<file path="src/rtl/imu_sfp_pkg.sv">
// Shared constants, types and helpers for the serial IMU frame parser.
package imu_sfp_pkg;

	localparam int unsigned ByteW   = 8;
	localparam int unsigned WordW   = 16;
	localparam int unsigned PosW    = 4;
	localparam int unsigned DataN   = 6;
	localparam int unsigned DataIdxW = $clog2(DataN);

	localparam logic [ByteW-1:0] HDR_BYTE   = 8'h55;
	localparam logic [ByteW-1:0] TYPE_ACCEL = 8'h51;
	localparam logic [ByteW-1:0] TYPE_GYRO  = 8'h52;
	localparam logic [ByteW-1:0] TYPE_ANGLE = 8'h53;
	localparam logic [ByteW-1:0] TYPE_MAG   = 8'h54;

	localparam logic [PosW-1:0] POS_HUNT  = 4'd0;
	localparam logic [PosW-1:0] POS_TYPE  = 4'd1;
	localparam logic [PosW-1:0] POS_DATA0 = 4'd2;
	localparam logic [PosW-1:0] POS_LAST  = 4'd10;

	typedef enum logic [1:0] {
		STATUS_STORED   = 2'd0,
		STATUS_MISMATCH = 2'd1,
		STATUS_UNKNOWN  = 2'd2
	} status_t;

	function automatic logic type_known(input logic [ByteW-1:0] t);
		type_known = t inside {TYPE_ACCEL, TYPE_GYRO, TYPE_ANGLE, TYPE_MAG};
	endfunction

endpackage

</file>
<file path="src/rtl/imu_serial_frame_parser.sv">
// Serial IMU frame parser: byte input register, frame state and result register.
//
// Takes one received byte per item and hunts for the header 0x55; after a header the next
// ten bytes (type, eight data bytes, checksum) form a frame, and the checksum byte yields
// one result item with the type, the first three little-endian signed words and a status.
// A new byte is taken every cycle unless in_stall holds it; a byte passes the input register and
// then updates the position counter and 8-bit running sum; a checksum byte goes from the input
// register to the result register. A result waiting on out_stall only holds back a
// byte that would complete another frame. The checksum check enable resets to 0 (no compare).
module imu_serial_frame_parser (
	input  logic                                  clk,
	input  logic                                  arst_n,
	input  logic                                  cfg_valid,
	output logic                                  cfg_ready,
	input  logic                                  cfg_data,
	input  logic                                  in_valid,
	output logic                                  in_stall,
	input  logic [imu_sfp_pkg::ByteW-1:0]         rx_byte,
	output logic                                  out_valid,
	input  logic                                  out_stall,
	output logic [1:0]                            frame_status,
	output logic [imu_sfp_pkg::ByteW-1:0]         frame_type,
	output logic signed [imu_sfp_pkg::WordW-1:0]  value_x,
	output logic signed [imu_sfp_pkg::WordW-1:0]  value_y,
	output logic signed [imu_sfp_pkg::WordW-1:0]  value_z
);

	logic                               check_en_q;
	logic                               valid_s1;
	logic [imu_sfp_pkg::ByteW-1:0]      byte_s1;
	logic [imu_sfp_pkg::PosW-1:0]       pos_q;
	logic [imu_sfp_pkg::ByteW-1:0]      sum_q;
	logic [imu_sfp_pkg::ByteW-1:0]      type_q;
	logic [imu_sfp_pkg::ByteW-1:0]      data_q [imu_sfp_pkg::DataN];
	logic                               out_valid_q;
	imu_sfp_pkg::status_t               status_q;
	logic [imu_sfp_pkg::ByteW-1:0]      type_out_q;
	logic [imu_sfp_pkg::WordW-1:0]      x_q;
	logic [imu_sfp_pkg::WordW-1:0]      y_q;
	logic [imu_sfp_pkg::WordW-1:0]      z_q;

	logic                               last_byte;
	logic                               slot_free;
	logic                               adv_s1;
	logic                               in_take;
	logic [imu_sfp_pkg::ByteW-1:0]      sum_next;
	logic [imu_sfp_pkg::PosW-1:0]       data_off;
	logic [imu_sfp_pkg::DataIdxW-1:0]   data_idx;
	imu_sfp_pkg::status_t               status_next;

	assign cfg_ready = 1'b1;

	assign last_byte = (pos_q == imu_sfp_pkg::POS_LAST);
	assign slot_free = !out_valid_q || !out_stall;
	assign adv_s1    = valid_s1 && (!last_byte || slot_free);
	assign in_stall  = valid_s1 && !adv_s1;
	assign in_take   = in_valid && !in_stall;

	assign sum_next = sum_q + byte_s1;
	assign data_off = pos_q - imu_sfp_pkg::POS_DATA0;
	assign data_idx = data_off[imu_sfp_pkg::DataIdxW-1:0];

	always_comb begin
		if (check_en_q && (sum_q != byte_s1)) begin
			status_next = imu_sfp_pkg::STATUS_MISMATCH;
		end else if (imu_sfp_pkg::type_known(type_q)) begin
			status_next = imu_sfp_pkg::STATUS_STORED;
		end else begin
			status_next = imu_sfp_pkg::STATUS_UNKNOWN;
		end
	end

	always_ff @(posedge clk or negedge arst_n) begin
		if (!arst_n) begin
			check_en_q <= 1'b0;
		end else if (cfg_valid && cfg_ready) begin
			check_en_q <= cfg_data;
		end
	end

	always_ff @(posedge clk or negedge arst_n) begin
		if (!arst_n) begin
			valid_s1 <= 1'b0;
		end else if (in_take) begin
			valid_s1 <= 1'b1;
		end else if (adv_s1) begin
			valid_s1 <= 1'b0;
		end
	end

	always_ff @(posedge clk) begin
		if (in_take) begin
			byte_s1 <= rx_byte;
		end
	end

	always_ff @(posedge clk or negedge arst_n) begin
		if (!arst_n) begin
			pos_q  <= imu_sfp_pkg::POS_HUNT;
			sum_q  <= '0;
			type_q <= '0;
		end else if (adv_s1) begin
			if (pos_q == imu_sfp_pkg::POS_HUNT || pos_q > imu_sfp_pkg::POS_LAST) begin
				if (byte_s1 == imu_sfp_pkg::HDR_BYTE) begin
					pos_q <= imu_sfp_pkg::POS_TYPE;
					sum_q <= imu_sfp_pkg::HDR_BYTE;
				end else begin
					pos_q <= imu_sfp_pkg::POS_HUNT;
				end
			end else if (last_byte) begin
				pos_q <= imu_sfp_pkg::POS_HUNT;
				sum_q <= '0;
			end else begin
				if (pos_q == imu_sfp_pkg::POS_TYPE) begin
					type_q <= byte_s1;
				end
				sum_q <= sum_next;
				pos_q <= pos_q + 1'b1;
			end
		end
	end

	always_ff @(posedge clk) begin
		if (adv_s1 && pos_q >= imu_sfp_pkg::POS_DATA0
				&& data_off < imu_sfp_pkg::PosW'(imu_sfp_pkg::DataN)) begin
			data_q[data_idx] <= byte_s1;
		end
	end

	always_ff @(posedge clk or negedge arst_n) begin
		if (!arst_n) begin
			out_valid_q <= 1'b0;
		end else if (adv_s1 && last_byte) begin
			out_valid_q <= 1'b1;
		end else if (!out_stall) begin
			out_valid_q <= 1'b0;
		end
	end

	always_ff @(posedge clk) begin
		if (adv_s1 && last_byte) begin
			status_q   <= status_next;
			type_out_q <= type_q;
			x_q        <= {data_q[1], data_q[0]};
			y_q        <= {data_q[3], data_q[2]};
			z_q        <= {data_q[5], data_q[4]};
		end
	end

	assign out_valid    = out_valid_q;
	assign frame_status = status_q;
	assign frame_type   = type_out_q;
	assign value_x      = x_q;
	assign value_y      = y_q;
	assign value_z      = z_q;

	a_pos_range: assert property (@(posedge clk) disable iff (!arst_n)
		pos_q <= imu_sfp_pkg::POS_LAST)
		else $error("frame position out of range");

	a_emit_result: assert property (@(posedge clk) disable iff (!arst_n)
		adv_s1 && last_byte |=> out_valid_q)
		else $error("completed frame produced no result");

	a_frame_restart: assert property (@(posedge clk) disable iff (!arst_n)
		adv_s1 && last_byte |=> pos_q == imu_sfp_pkg::POS_HUNT && sum_q == '0)
		else $error("frame state not restarted after checksum byte");

	a_stall_cause: assert property (@(posedge clk) disable iff (!arst_n)
		in_stall |-> valid_s1 && last_byte && out_valid_q && out_stall)
		else $error("input stalled without a blocked result");

	a_status_code: assert property (@(posedge clk) disable iff (!arst_n)
		out_valid_q |-> status_q != 2'd3)
		else $error("invalid frame status");

endmodule

</file>
<file path="config.mk">
export PLATFORM = sky130hd
export DESIGN_NAME = imu_serial_frame_parser
export DESIGN_NICKNAME = d
export VERILOG_FILES = /design/src/rtl/imu_sfp_pkg.sv /design/src/rtl/imu_serial_frame_parser.sv
export SDC_FILE = /design/constraint.sdc
export NUM_CORES = 1
export LEC_CHECK = 0
export BUFFER_PORTS_ARGS = -buffer_cell sky130_fd_sc_hd__buf_2
export CORE_ASPECT_RATIO = 1.25
export CORE_UTILIZATION = 60
export DETAILED_ROUTE_END_ITERATION = 6
export PLACE_DENSITY = 0.82
export SLEW_MARGIN = 10
export SYNTH_ARGS = -nofsm -noshare
export SYNTH_HDL_FRONTEND = slang
export SYNTH_SLANG_ARGS = --single-unit
</file>
<file path="constraint.sdc">
create_clock -name clk -period 6.8 [get_ports clk]
set_input_delay 0.34 -clock clk [delete_from_list [all_inputs] [get_ports clk]]
set_output_delay 0.34 -clock clk [all_outputs]
set_load 0.05 [all_outputs]
</file>
==> run_results.csv <==
group,metric,value,unit
hold_path,whs_endpoint,"byte_s1[4]",
yosys,syn-num-nets,302,
clock_tree,cts-resized-gates,0,
critical_path,worst-r2r-setup-slack,4.15,ns
grt,grt_max_degree,39,
route,wl,9520,um
clock_tree,cts-root-buf,"clkbuf_8",
final_layout,final_cell_mix,"edfxtp_1, buf_2, dfrtp_1",
sta,post-route-period-util,38.98,%
placement,post-place-ws,4.176,ns
critical_path,cp-start-kind,"flop",
power_and_ir_drop,seqPwrFrac,44.7,%
yosys,synth_edf_count,114,
power_and_ir_drop,pwr_density_cell,384.5,nW/um^2
sta,slew_headroom,42.68,%
yosys,synthDistinctLibCells,47,
placement,dp.final_hpwl,5407,um
placement,gp_congestion,0.8881,
sta,finClkSkew,0.008383,ns
power_and_ir_drop,switching_power,589.8,uW
placement,io_buffers,73,
sta,tns,0,ns
yosys,synth_area,4987,sq um
run,maxCapViolCount,0,
die,coreArea,7928,sq um
die,die_x,83.55,um
sta,hold_viol_final,0,
clock_tree,cts-buffers-inserted,17,
critical_path,crit_arrival,2.82,ns
route,vias_per_cell,5.754,
yosys,synth_cells,276,
clock_tree,cts_tree,"built",
sta,setup_viol,0,
sta,fin_crit,2.651,ns
final_layout,diodes,0,
grt,first_global_vias,2739,
die,num_rows,36,
yosys,avgSynthCellArea,18.07,sq um
final_layout,regArea,3999,sq um
clock_tree,cts.sinks,137,
route,avgRoutedWirePerCell,19.83,um
route,vias,2762,
power_and_ir_drop,intPower,1772,uW
power_and_ir_drop,clockPowerShare,40.7,%
yosys,ys_ff_latch,137,
route,drtPass1Iterations,4,
power_and_ir_drop,p_leak,0.002321,uW
route,antenna_left,0,
route,drc,0,
power_and_ir_drop,irDropWorstVdd,0.2889,mV
grt,overflow,0,
die,die_h,103.9,um
yosys,synthArstFlopShare,16.79,%
critical_path,ff2ff_path_depth,5,
die,die-area,8683,sq um
final_layout,final_nets,398,
critical_path,cp_max_fo,38,
clock_tree,cts_buffer_depth,2,
sta,rsz0062_at_grt,"false",
clock_tree,cts_hold_buf,8,
power_and_ir_drop,comb_power_share,14.6,%
sta,hold_slack,0.01314,ns
route,dr.first_iter.drc_count,275,
grt,grt_pass1_wl,14680,um
final_layout,multi_input_area,927.1,sq um
final_layout,nFillCells,437,
critical_path,r2r_start,"pos_q[0]",
sta,timing.fmax,0.3772,GHz
hold_path,hp-class,"input port to flop",
final_layout,syn2layout_area_growth,23.13,%
power_and_ir_drop,switching_share,24.98,%
critical_path,critPathRequiredTime,6.97,ns
clock_tree,post_cts_buffers,0,
grt,grt_use_total,23.54,%
sta,worst_slew_pin_slew,0.8581,ns
hold_path,min_from,"rx_byte[4]",
die,io_pins,75,
sta,slew_violations,0,
sta,fin_ws,4.149,ns
grt,antenna_found_initial,0,
critical_path,critPathCaptureType,"flop",
critical_path,crit_type,"flop to flop",
clock_tree,clock_latency,0.53,ns
outcome,status,"completed",
hold_path,hold_path_depth,1,
final_layout,final_common_cell,"edfxtp_1",
clock_tree,h-tree-depth,4,
final_layout,drive_above_1_share,29.35,%
yosys,ys_seq_area_share,80.18,%
yosys,ys_warn_count,0,
die,start_util,62.91,%
yosys,synth_flop_cell,"edfxtp_1",
clock_tree,path_clk_slew,0.06,ns
critical_path,r2r-end,"value_z[15]",
-- power by group through the flow --
| stage | registers (uW) | clock network (uW) | logic [uW] |
|---|---|---|---|
| detailed placement | 1070 | 0 | 332 |
| CTS | 1050 | 959 | 343 |
| global route | 1060 | 1010 | 384 |
| finish | 1050 | 961 | 345 |
| floorplan | 1040 | 0 | 297 |
| global placement | 1060 | 0 | 317 |
-- through the flow --
stage                     total power (uW)  cell area (sq um)  cells  utilization [%]
final                                 2361               6141    480            77.46
after global routing                  2453               6141    480            77.46
after CTS                             2353               6131    479            77.34
after detailed placement              1397               5444    439            68.67
after global placement                1377               5444    439            68.67
after floorplan                       1336               4987    276                -
-- sequential cells by signal, summed over array words and instances, names as in the netlist, 2 cells and up --
register,count
byte_s1,8
data_q,48
frame_status,2
frame_type,8
pos_q,4
sum_q,8
type_q,8
value_x,16
value_y,16
value_z,16
-- logic make-up (layout without fill, tap and decap cells) --
kind of cell	count (synthesis)	after routing	synth area share [%]
adders and majority gates	12	12	3.161
AOI/OAI and AO/OA	47	47	6.097
muxes	9	9	2.007
and+or+nand+nor	49	49	5.620
xor gates and xnor gates	8	8	1.405
other	1	1	0.07519
buffers and inverters	13	122	1.455
DFF	137	137	80.18
-- worst max path at each step --
stage	slack (ns)	cells past startpoint	startpoint	end
floorplan	2.49	5	pos_q[2]	frame_status[0]
global placement	4.31	5	pos_q[0]	value_z[11]
detailed placement	4.18	5	pos_q[0]	value_y[13]
CTS	4.15	5	pos_q[0]	value_y[11]
global route	3.97	5	pos_q[0]	value_z[15]
finish	4.15	5	pos_q[0]	value_z[15]
-- final cells by class --
cell class | instances | area share [%]
sequential | 137 | 65.12
multi-input combinational | 126 | 15.10
timing repair buffer | 83 | 7.539
clock buffer | 22 | 7.050
clock inverter | 10 | 2.832
tap | 95 | 1.936
inverter | 7 | 0.4279
-- synthesized netlist by cell type (2+ instances only) --
| master | n | area [sq um] |
|---|---|---|
| nand3_1 | 2 | 10.01 |
| nand2_1 | 9 | 33.78 |
| ha_1 | 11 | 137.6 |
| nand2b_1 | 2 | 12.51 |
| nor3_1 | 2 | 10.01 |
| a22o_1 | 3 | 26.28 |
| a21o_1 | 3 | 22.52 |
| and2_1 | 8 | 50.05 |
| mux2_2 | 8 | 90.09 |
| xor2_1 | 4 | 35.03 |
| o211ai_1 | 2 | 15.01 |
| buf_6 | 2 | 22.52 |
| nor2b_1 | 3 | 18.77 |
| o21ai_0 | 11 | 55.05 |
| a31oi_1 | 3 | 18.77 |
| xnor2_1 | 4 | 35.03 |
| buf_4 | 2 | 15.01 |
| a211oi_1 | 4 | 30.03 |
| nor2_1 | 12 | 45.04 |
| o21ai_1 | 2 | 10.01 |
| dfrtp_1 | 23 | 575.6 |
| or2_2 | 2 | 12.51 |
| a21oi_1 | 11 | 55.05 |
| inv_1 | 7 | 26.28 |
| edfxtp_1 | 114 | 3423 |
-- per-layer routing --
metal,part of all wire [%],vias up,GRT usage [%]
met4,3.4,0,14.04
met3,6.6,30,6.429
li1,-,1246,-
met2,51,142,38.06
met1,39,1344,28.43
met5,0,-,0
-- worst max-delay path, stage by stage, from the launching register on --
cell,delay [ns]
dfrtp_1,0.55
nand4bb_1,0.37
inv_1,0.12
nand2_1,0.12
a21oi_4,0.58
buf_4,0.53
(Power assumes the default switching activity.)
